`config.mk`:
```
export PLATFORM = sky130hd
export DESIGN_NAME = qos_profile_id_allocator_core
export DESIGN_NICKNAME = d
export VERILOG_FILES = /design/src/sv/qpa_pkg.sv /design/src/sv/qpa_out_stage.sv /design/src/sv/qos_profile_id_allocator_core.sv
export SDC_FILE = /design/constraint.sdc
export NUM_CORES = 1
export LEC_CHECK = 0
export BUFFER_PORTS_ARGS = -buffer_cell sky130_fd_sc_hd__buf_2
export CORE_MARGIN = 2
export CORE_UTILIZATION = 35
export DETAILED_ROUTE_END_ITERATION = 12
export GPL_TIMING_DRIVEN = 0
export PLACE_DENSITY = 0.47
export SETUP_SLACK_MARGIN = 0.1
export SYNTH_ARGS = -nofsm -noshare
export SYNTH_HDL_FRONTEND = slang
export SYNTH_HIERARCHICAL = 1
export SYNTH_SLANG_ARGS = --single-unit
export TNS_END_PERCENT = 10
```
`constraint.sdc`:
```
create_clock -name i_clk -period 15 [get_ports i_clk]
set_input_delay 1.5 -clock i_clk [delete_from_list [all_inputs] [get_ports i_clk]]
set_output_delay 1.5 -clock i_clk [all_outputs]
set_load 0.01 [all_outputs]
```
`src/sv/qpa_pkg.sv`:
```
// Package for the QoS profile index allocator.
// Holds table sizes, request/response codes and the channel payload structs.
// No dependencies.
package qpa_pkg;

    // Table geometry.
    localparam int TABLE_SIZE  = 128;
    localparam int FIRST_ID    = 8;
    localparam int STACK_DEPTH = TABLE_SIZE - FIRST_ID;
    localparam int IDX_W       = 7;
    localparam int SP_W        = $clog2(STACK_DEPTH + 1);
    localparam int NEED_W      = 8;

    // Request action codes.
    localparam logic [2:0] ACT_ADD   = 3'd0;
    localparam logic [2:0] ACT_DEL   = 3'd1;
    localparam logic [2:0] ACT_SET   = 3'd2;
    localparam logic [2:0] ACT_CHECK = 3'd3;

    // Response status codes.
    localparam logic [2:0] ST_OK         = 3'd0;
    localparam logic [2:0] ST_BUSY       = 3'd1;
    localparam logic [2:0] ST_NOT_EXIST  = 3'd2;
    localparam logic [2:0] ST_BAD_ACTION = 3'd3;
    localparam logic [2:0] ST_UNDERFLOW  = 3'd4;

    // Request payload.
    typedef struct packed {
        logic [2:0]        action;
        logic [IDX_W-1:0]  profile_index;
        logic [NEED_W-1:0] needed_count;
        logic [2:0]        traffic_class;
        logic [5:0]        dscp_value;
        logic [2:0]        user_priority;
        logic [2:0]        exp_value;
    } t_qpa_req;

    // Response payload.
    typedef struct packed {
        logic [2:0]       status;
        logic [IDX_W-1:0] assigned_index;
        logic             entry_write;
        logic [IDX_W-1:0] entry_index;
        logic [2:0]       entry_traffic_class;
        logic [5:0]       entry_dscp;
        logic [2:0]       entry_priority;
        logic [2:0]       entry_exp;
    } t_qpa_rsp;

endpackage

```
`src/sv/qpa_out_stage.sv`:
```
// Response output register for the QoS profile index allocator.
// Holds one finished response until the consumer takes it; uses qpa_pkg.
module qpa_out_stage
    import qpa_pkg::*;
(
    input  logic     i_clk,
    input  logic     i_rst_n,
    input  logic     i_load,
    input  t_qpa_rsp i_data,
    output logic     o_can_load,
    output logic     o_valid,
    input  logic     i_ready,
    output t_qpa_rsp o_data
);

    logic     r_valid;
    t_qpa_rsp r_data;

    // A new response may enter when the register is empty or being drained.
    assign o_can_load = !r_valid || i_ready;

    // Valid flag under reset.
    always_ff @(posedge i_clk) begin
        if (!i_rst_n) begin
            r_valid <= 1'b0;
        end else if (i_load) begin
            r_valid <= 1'b1;
        end else if (i_ready) begin
            r_valid <= 1'b0;
        end
    end

    // Payload register needs no reset.
    always_ff @(posedge i_clk) begin
        if (i_load) begin
            r_data <= i_data;
        end
    end

    assign o_valid = r_valid;
    assign o_data  = r_data;

endmodule

```
`src/sv/qos_profile_id_allocator_core.sv`:
```
// A request accepted in idle has its stack and flag memories read into registers;
// the execute state then loads its response into the output register once it can.
// No new request is taken before the previous request has done its write-back.
// Reset: synchronous; afterwards a clearing pass over all 128 entries preloads the
// free stack and clears the allocated flags, with no request accepted until it ends.
module qos_profile_id_allocator_core
    import qpa_pkg::*;
(
    input  logic     i_clk,
    input  logic     i_rst_n,
    input  logic     i_in_valid,
    output logic     o_in_ready,
    input  t_qpa_req i_in_data,
    output logic     o_out_valid,
    input  logic     i_out_ready,
    output t_qpa_rsp o_out_data
);

    typedef enum logic [2:0] {
        S_INIT = 3'b001,
        S_IDLE = 3'b010,
        S_EXEC = 3'b100
    } t_state;

    t_state           r_state, n_state;
    logic [IDX_W-1:0] r_init_cnt;
    logic [SP_W-1:0]  r_sp, n_sp;
    t_qpa_req         r_req;

    // Memories and their registered read data.
    logic [IDX_W-1:0] r_stack_mem [STACK_DEPTH];
    logic             r_flag_mem  [TABLE_SIZE];
    logic [IDX_W-1:0] r_stack_rd;
    logic             r_flag_rd;

    logic             w_accept;
    logic             w_commit;
    logic             w_can_load;
    t_qpa_rsp         w_rsp;
    logic             w_stack_we, w_flag_we;
    logic [IDX_W-1:0] w_stack_waddr, w_stack_wdata, w_flag_waddr;
    logic             w_flag_wdata;
    logic             x_stack_we, x_flag_we, x_flag_wdata;
    logic [IDX_W-1:0] x_flag_waddr;
    logic [SP_W-1:0]  w_free;

    assign o_in_ready = (r_state == S_IDLE);
    assign w_accept   = i_in_valid && o_in_ready;
    assign w_commit   = (r_state == S_EXEC) && w_can_load;
    assign w_free     = SP_W'(STACK_DEPTH) - r_sp;

    // Execute stage: decide the response and the write-back from the read data.
    always_comb begin
        w_rsp        = '0;
        n_sp         = r_sp;
        x_stack_we   = 1'b0;
        x_flag_we    = 1'b0;
        x_flag_wdata = 1'b0;
        x_flag_waddr = r_req.profile_index;
        case (r_req.action)
            ACT_ADD: begin
                if (r_sp >= SP_W'(STACK_DEPTH)) begin
                    w_rsp.status = ST_BUSY;
                end else begin
                    w_rsp.status              = ST_OK;
                    w_rsp.assigned_index      = r_stack_rd;
                    w_rsp.entry_write         = 1'b1;
                    w_rsp.entry_index         = r_stack_rd;
                    w_rsp.entry_traffic_class = r_req.traffic_class;
                    w_rsp.entry_dscp          = r_req.dscp_value;
                    w_rsp.entry_priority      = r_req.user_priority;
                    w_rsp.entry_exp           = r_req.exp_value;
                    n_sp                      = r_sp + 1'b1;
                    x_flag_we                 = 1'b1;
                    x_flag_wdata              = 1'b1;
                    x_flag_waddr              = r_stack_rd;
                end
            end
            ACT_DEL: begin
                if (!r_flag_rd) begin
                    w_rsp.status = ST_NOT_EXIST;
                end else begin
                    x_flag_we = 1'b1;
                    if (r_sp == '0) begin
                        w_rsp.status = ST_UNDERFLOW;
                    end else begin
                        w_rsp.status = ST_OK;
                        n_sp         = r_sp - 1'b1;
                        x_stack_we   = 1'b1;
                    end
                end
            end
            ACT_SET: begin
                if (!r_flag_rd) begin
                    w_rsp.status = ST_NOT_EXIST;
                end else begin
                    w_rsp.status              = ST_OK;
                    w_rsp.entry_write         = 1'b1;
                    w_rsp.entry_index         = r_req.profile_index;
                    w_rsp.entry_traffic_class = r_req.traffic_class;
                    w_rsp.entry_dscp          = r_req.dscp_value;
                    w_rsp.entry_priority      = r_req.user_priority;
                    w_rsp.entry_exp           = r_req.exp_value;
                end
            end
            ACT_CHECK: begin
                if ({1'b0, NEED_W'(w_free)} >= {1'b0, r_req.needed_count}) begin
                    w_rsp.status = ST_OK;
                end else begin
                    w_rsp.status = ST_BUSY;
                end
            end
            default: begin
                w_rsp.status = ST_BAD_ACTION;
            end
        endcase
    end

    // Memory write ports: the clearing pass or the execute write-back.
    always_comb begin
        if (r_state == S_INIT) begin
            w_stack_we    = ({1'b0, r_init_cnt} < (IDX_W + 1)'(STACK_DEPTH));
            w_stack_waddr = r_init_cnt;
            w_stack_wdata = IDX_W'(FIRST_ID) + r_init_cnt;
            w_flag_we     = 1'b1;
            w_flag_waddr  = r_init_cnt;
            w_flag_wdata  = 1'b0;
        end else begin
            w_stack_we    = w_commit && x_stack_we;
            w_stack_waddr = IDX_W'(n_sp);
            w_stack_wdata = r_req.profile_index;
            w_flag_we     = w_commit && x_flag_we;
            w_flag_waddr  = x_flag_waddr;
            w_flag_wdata  = x_flag_wdata;
        end
    end

    // Free stack memory: one write port, one registered read port.
    always_ff @(posedge i_clk) begin
        if (w_stack_we) begin
            r_stack_mem[w_stack_waddr] <= w_stack_wdata;
        end
        if (w_accept && (r_sp < SP_W'(STACK_DEPTH))) begin
            r_stack_rd <= r_stack_mem[IDX_W'(r_sp)];
        end
    end

    // Allocated flag memory: one write port, one registered read port.
    always_ff @(posedge i_clk) begin
        if (w_flag_we) begin
            r_flag_mem[w_flag_waddr] <= w_flag_wdata;
        end
        if (w_accept) begin
            r_flag_rd <= r_flag_mem[i_in_data.profile_index];
        end
    end

    // Captured request.
    always_ff @(posedge i_clk) begin
        if (w_accept) begin
            r_req <= i_in_data;
        end
    end

    // Sequencer next state.
    always_comb begin
        n_state = r_state;
        case (r_state)
            S_INIT: begin
                if (r_init_cnt == IDX_W'(TABLE_SIZE - 1)) begin
                    n_state = S_IDLE;
                end
            end
            S_IDLE: begin
                if (w_accept) begin
                    n_state = S_EXEC;
                end
            end
            S_EXEC: begin
                if (w_commit) begin
                    n_state = S_IDLE;
                end
            end
            default: begin
                n_state = S_INIT;
            end
        endcase
    end

    // Control registers.
    always_ff @(posedge i_clk) begin
        if (!i_rst_n) begin
            r_state    <= S_INIT;
            r_init_cnt <= '0;
            r_sp       <= '0;
        end else begin
            r_state <= n_state;
            if (r_state == S_INIT) begin
                r_init_cnt <= r_init_cnt + 1'b1;
            end
            if (w_commit) begin
                r_sp <= n_sp;
            end
        end
    end

    // Response register toward the consumer.
    qpa_out_stage u_out_stage (
        .i_clk      (i_clk),
        .i_rst_n    (i_rst_n),
        .i_load     (w_commit),
        .i_data     (w_rsp),
        .o_can_load (w_can_load),
        .o_valid    (o_out_valid),
        .i_ready    (i_out_ready),
        .o_data     (o_out_data)
    );

endmodule

```
==> key figures, run 1 <==
Synth
  – Ys Warns: 6
  – Share of the synthesized area in the top cell type: between 70% and 80%
  – Number of synthesized flops with an enable pin: about 1,000
  – Mapped cell area: 0.0430 sq mm
  – Synth cell types: between 80 and 90
  – Syn_nets: ~2,400
  – Largest area contributor in the netlist: edfxtp_1
  – Register area share after synthesis: roughly three quarters
  – Ranking of synthesized cells by area: edfxtp_1 73%, mux4_2 13%, nor2_1 2.4%
  – #FFs+latches synth: 1,060
  – Syn Area/Cell: 18.4 sq um
  – Synth Flop Type: edfxtp_1
  – Mapped Cells: between 2,000 and 2,500
  – Async set-reset flop share out of synthesis: 0%

CTS
  – Clock Path Buffers: 3
  – H-tree level count: 3
  – Latest clock arrival within the worst-skew pair: about 0.7 ns
  – CTS Hold Bufs: 0
  – TritonCTS clock tree: yes
  – Clock Tree Root: clkbuf_16
  – Number of CTS-inserted buffers: 110
  – Number of gates resized after CTS: 0
  – Clock tree sinks: approximately 1,100
  – # Post-CTS Setup Buffers: 0
  – Clock transition at path regs: 0.06 ns

Global route
  – Vias in the first global route: between 20,000 and 25,000
  – GRT overflow: 0
  – GRT Total Usage: 20.1%
  – Largest net degree at the start of global routing: 85
  – First-pass GRT wire length: between 150 and 200 mm
  – Initial antenna violation count: 3

STA
  – Period utilization: between 40% and 50%
  – WHS: between 0.4 and 0.5 ns
  – Skew final: around 0.031 ns
  – Fin crit period: 7.37 ns
  – Setup Viol. Count Final: 0
  – Setup TNS: 0 ns
  – Max Slew Vio Count: 0
  – Hold violation total from the final report: 0
  – Unrepaired setup endpoints after global routing: no
  – Final worst slack: roughly 7.6 ns
  – Least-Margin Pin Slew: roughly 1.5 ns
  – Slew headroom: 1.92%
  – Peak Freq: about 140 MHz

Worst setup path
  – CP startpoint: r_sp[1]
  – CP endpoint: r_stack_mem[93][6]
  – RR Startpoint: r_sp[1]
  – Required @ worst endpoint: approximately 15 ns
  – FF-to-FF setup slack: about 7.6 ns
  – Worst Path Max Fanout: 10
  – FF-to-FF End: r_stack_mem[93][6]
  – CP peak stage delay: approximately 1.1 ns
  – Cell Chain, Critical Path: buf_2 -> buf_4 -> buf_2 -> buf_1 -> buf_1 -> inv_1 -> ha_1 -> clkbuf_2 -> nor4_1 -> o211a_1 -> o32ai_1 -> a31oi_1 -> nor2b_1 -> buf_2 -> nand3_2 -> nor3_1
  – Endpoint type of the worst setup path: register
  – Critical path arrival: roughly 7.7 ns
  – Top cell by count, worst path: buf_2
  – Crit Path Class: register to register
  – Reg2Reg Depth: 16
  – Setup crit start kind: register
  – CP max stage cell: nor3_1

Drt
  – First drt pass iteration count: 7
  – Met1 Wirelength: between 50 and 60 mm
  – Detail Route Antenna Nets: 0
  – Met2 wire len: 59.8 mm
  – Drt drc: 0
  – Vias: about 23,000
  – Highest routed metal layer: met4
  – Via-to-Cell Ratio: about 5.5
  – Wire length per cell: 29.7 microns
  – DRT iter0 DRCs: between 2,000 and 3,000
  – Met3 WL: 8.23 mm
  – Routed WL: approximately 130 mm

Finish
  – Layout cell share with drive strength beyond 1: between 20% and 30%
  – Fill count: about 11,000
  – Synth-to-Final Area Change: 14.8%
  – # nets final: 2,599
  – Commonest non-fill, non-tap cell in the layout: edfxtp_1
  – Most frequent cells in the layout: 1,042 x edfxtp_1, 272 x nor2_1, 244 x mux4_2, 127 x buf_2, 110 x clkbuf_16

Hold path
  – Worst hold path class: register to register

Placement
  – GP Congestion: 0.868
  – Post-DP HPWL: a little under 90 mm
  – IO Port Bufs: between 70 and 80
  – Pre-CTS WS: between 7 and 8 ns

Power
  – Clock share of power: a little over two fifths
  – PwrDens: 121 mW/mm^2
  – Sw Share: roughly a fifth
  – Leak: 15.4 nW
  – Internal power: approximately 4.7 mW
  – Max VDD drop: between 0.08 and 0.09 mV
  – P_sw: approximately 1.2 mW
  – Gate power share: approximately 2.0%
  – Sequential group share of total power: between 50% and 60%
  – Total Power: around 6 mW

Floorplan
  – Die Span Y: between 300 and 400 microns
  – IO Pins: 72
  – Total core area: roughly 0.12 sq mm
  – Die Area: 0.126 sq mm
  – Initial Utilization: about a third
  – Die extent in x: approximately 350 microns
  – Core Rows: between 100 and 150

Outcome
  – Status: completed

Run
  – Max capacitance violation total: 0
==> how the worst min path moves through the flow <==
stage | slack (ns) | to | from | depth (start not counted)
floorplan | 0.46 | r_init_cnt[1] | r_init_cnt[1] | 2
global placement | 0.49 | r_init_cnt[1] | r_init_cnt[1] | 2
detailed placement | 0.49 | r_init_cnt[1] | r_init_cnt[1] | 2
CTS | 0.50 | r_init_cnt[1] | r_init_cnt[1] | 2
global route | 0.53 | u_out_stage/o_valid | u_out_stage/o_valid | 2
finish | 0.49 | r_init_cnt[1] | r_init_cnt[1] | 2
==> worst max-delay path, delay by kind of cell (launching register included) <==
family / cells / cell delay (ns)
and+or+nand+nor: 4 / 2.19
adders and majority gates: 1 / 0.24
DFF: 1 / 0.32
AOI/OAI and AO/OA: 3 / 0.98
buffers and inverters: 8 / 3.21
==> cell type report <==
class                   count  area [sq um]  share of cell area (%)
clock inverters            80           629                    1.27
flip-flops and latches   1060         31700                    64.1
inverters                  19          72.6                   0.147
well taps                1625          2030                    4.12
plain buffers             130           611                    1.24
diodes                      2          5.00                  0.0101
multi-input cells        1134         10800                    21.9
repair buffers             95           779                    1.58
clock buffers             124          2810                    5.68
==> power by group through the flow <==
stage	Clock (mW)	Combinational [mW]	Sequential, mW
floorplan	0	0.0571	3.31
global placement	0	0.112	3.31
detailed placement	0	0.120	3.31
CTS	2.67	0.121	3.24
global route	2.78	0.127	3.24
finish	2.61	0.119	3.24
==> cells by family after synthesis <==
family / Yosys count / share of synthesized area [%]
XOR/XNOR: 15 / 0.305
buffers and inverters: 149 / 1.58
adder cells (fa/ha/maj): 12 / 0.349
AND/OR/NAND/NOR: 592 / 6.48
AO/OA/AOI/OAI: 220 / 3.65
flip-flops: 1060 / 73.6
multiplexers: 295 / 14.0
==> through the flow <==
| step | instances | cell area (sq um) | util (%) |
|---|---|---|---|
| finish | 4269 | 49400 | 40.5 |
| global route | 4267 | 49400 | 40.5 |
| CTS | 4264 | 49300 | 40.5 |
| detailed placement | 4060 | 45900 | 37.7 |
| global placement | 4039 | 45400 | 37.3 |
| floorplan | 2343 | 43000 | - |
==> flip-flops by register name, indices dropped and copies added, names as in the netlist <==
register and flops:
r_flag_mem 128, r_flag_rd 1, r_init_cnt 7, r_req 33, r_sp 7, r_stack_mem 840
r_stack_rd 7, r_state 3, u_out_stage/o_data 33, u_out_stage/o_valid 1
==> routing by layer <==
metal	global-route usage (%)	vias to the layer above
met1	28.4	12600
met4	5.16	0
li1	-	9849
met2	32.3	852
met5	0	-
met3	3.50	174
==> synthesized netlist by cell type (15+ instances only) <==
| master | number |
|---|---|
| and2_1 | 15 |
| nor2_1 | 273 |
| mux2i_1 | 24 |
| nand3_1 | 33 |
| nor2b_1 | 37 |
| mux4_2 | 244 |
| buf_1 | 23 |
| o21ai_0 | 30 |
| buf_2 | 54 |
| inv_1 | 15 |
| dfxtp_1 | 18 |
| mux2_2 | 26 |
| o22ai_1 | 16 |
| a22oi_1 | 28 |
| clkbuf_1 | 39 |
| a21oi_1 | 47 |
| nor3_1 | 38 |
| nand2_1 | 105 |
| edfxtp_1 | 1042 |
Power figures use the tool's default switching activity.
==> run 2: changes to the inputs <==
Clock period 15 ns to 7.1 ns, I/O delays scaled along.
==> key figures, run 2 (synthesized netlist as in run 1, its figures left out) <==
Placement
  – GP Congestion: 0.868
  – Post-DP HPWL: just under 90 mm
  – Pre-CTS WS: -0.150 ns
  – Dpl cells: ~4,000
  – IO Port Bufs: between 70 and 80

CTS
  – # Post-CTS Setup Buffers: 0
  – Latest clock arrival within the worst-skew pair: roughly 0.71 ns
  – TritonCTS clock tree: yes
  – Clock transition at path regs: about 0.06 ns
  – Clock tree sinks: about 1,100
  – H-tree level count: 3
  – Clock Tree Root: clkbuf_16
  – Number of CTS-inserted buffers: 110
  – Clock Path Buffers: 3

STA
  – Slew headroom: around 4.2%
  – Peak Freq: approximately 150 MHz
  – Hold violation total from the final report: 0
  – Skew final: 0.0315 ns
  – Unrepaired setup endpoints after global routing: no
  – Max Slew Vio Count: 0
  – Least-Margin Pin Slew: approximately 1.4 ns
  – Fin crit period: around 6.7 ns
  – Final worst slack: approximately 0.43 ns
  – Period utilization: a little over nine tenths
  – Setup Viol. Count Final: 0

Finish
  – Largest register FFs: 840
  – Synth-to-Final Area Change: 15.0%
  – Biggest regs: r_stack_mem (840), r_flag_mem (128)
  – Most frequent cells in the layout: 1,042 x edfxtp_1, 250 x nor2_1, 244 x mux4_2, 127 x buf_2, 110 x clkbuf_16
  – Fill count: 10,900
  – Commonest non-fill, non-tap cell in the layout: edfxtp_1
  – Reg with most FFs: r_stack_mem
  – FF+latch area: 0.0317 sq mm
  – Final cell count without fillers: approximately 4,300
  – Final Util: 40.6%
  – Layout cell share with drive strength beyond 1: between 20% and 30%
  – Multi-input combinational cell area: between 0.01 and 0.015 sq mm
  – # nets final: ~2,600

Power
  – P_sw: 2.64 mW
  – Clock share of power: between 40% and 50%
  – Gate power share: under 10%
  – Sequential group share of total power: 54.2%
  – Leak: around 15 nW
  – Internal power: approximately 10 mW
  – PwrDens: ~260 mW/mm^2
  – Max VDD drop: 0.172 mV
  – Sw Share: 20.9%
  – Total Power: approximately 13 mW

Hold path
  – Worst hold path class: input pin to register
  – Hold path startpoint: i_in_data[9]

Floorplan
  – IO Pins: 72
  – Die Area: between 0.1 and 0.15 sq mm
  – Core Rows: 128
  – Die extent in x: between 300 and 400 microns
  – Total core area: ~0.12 sq mm
  – Initial Utilization: a little over a third
  – Die Span Y: 355 microns

Drt
  – Via-to-Cell Ratio: 5.51
  – Drt drc: 0
  – Vias: ~23,000
  – First drt pass iteration count: 8
  – DRT iter0 DRCs: ~2,500
  – Wire length per cell: ~30 microns
  – Detail Route Antenna Nets: 0
  – Routed WL: 127 mm

Worst setup path
  – CP endpoint: r_stack_mem[98][3]
  – Crit Path Class: register to register
  – FF-to-FF setup slack: around 0.43 ns
  – Required @ worst endpoint: 7.41 ns
  – CP startpoint: r_sp[1]
  – Endpoint type of the worst setup path: register
  – FF-to-FF End: r_stack_mem[98][3]
  – RR Startpoint: r_sp[1]
  – Reg2Reg Depth: 15
  – Setup crit start kind: register
  – Worst Path Max Fanout: 10
  – Critical path arrival: approximately 7.0 ns

Global route
  – Largest net degree at the start of global routing: between 80 and 90
  – GRT Total Usage: between 20% and 30%
  – Vias in the first global route: around 24,000
  – GRT overflow: 0
  – First-pass GRT wire length: 179 mm
  – Initial antenna violation count: 3

Outcome
  – Status: completed

Run
  – Max capacitance violation total: 0
run 2: through the flow:
step,TNS [ns],cell area (sq um),hold slack (ns)
5_1_grt,0,49500,0.163
4_1_cts,-1.58,49400,0.141
6_report,0,49500,0.187
2_1_floorplan,-30.68,43000,0.465
3_5_place_dp,-5.39,45900,0.488
3_3_place_gp,-1902.29,45400,0.485
run 2: worst min path at each step:
stage / to / slack (ns) / cells past startpoint
2_1_floorplan: r_init_cnt[1] / 0.46 / 2
3_3_place_gp: r_init_cnt[1] / 0.49 / 2
3_5_place_dp: r_init_cnt[1] / 0.49 / 2
4_1_cts: r_req[31] / 0.14 / 1
5_1_grt: r_req[9] / 0.16 / 1
6_report: r_req[9] / 0.19 / 1
run 2: metal layers:
metal  global-route usage (%)  part of all wire [%]
met1                     28.3                    44
met2                     32.3                    47
met3                     3.67                   6.6
met4                     5.08                   2.3
met5                        0                0.0063
run 2: final cells by class:
cell class	count	share of cell area [%]
sequential	1060	64.0
multi-input combinational	1134	22.0
clock buffer	124	5.67
tap	1625	4.11
timing repair buffer	93	1.55
clock inverter	80	1.27
buffer	130	1.24
inverter	19	0.147
antenna	1	0.00506
run 2: what timing repair did:
action	CTS	global route
resized for setup	24	12
hold buffers	0	0
endpoints found under the setup margin	212	553
run 2: power by group through the flow:
stage	Combinational (mW)	Sequential, mW	Clock (mW)
3_3_place_gp	0.237	7.00	0
4_1_cts	0.257	6.85	5.64
2_1_floorplan	0.121	6.99	0
5_1_grt	0.272	6.85	5.87
6_report	0.255	6.85	5.53
3_5_place_dp	0.255	6.98	0
run 2: critical path, cell delays in order (launching register included):
cell and delay (ns):
dfxtp_1 0.32, buf_2 0.20, buf_4 0.30, buf_2 0.42, buf_1 0.71, clkbuf_2 0.61
inv_1 0.14, ha_1 0.21, clkbuf_2 0.21, or4_4 0.48, a21o_1 0.21, a221oi_2 0.34
a311o_1 0.28, buf_4 0.23, nand3_1 0.71, nor2_1 0.87
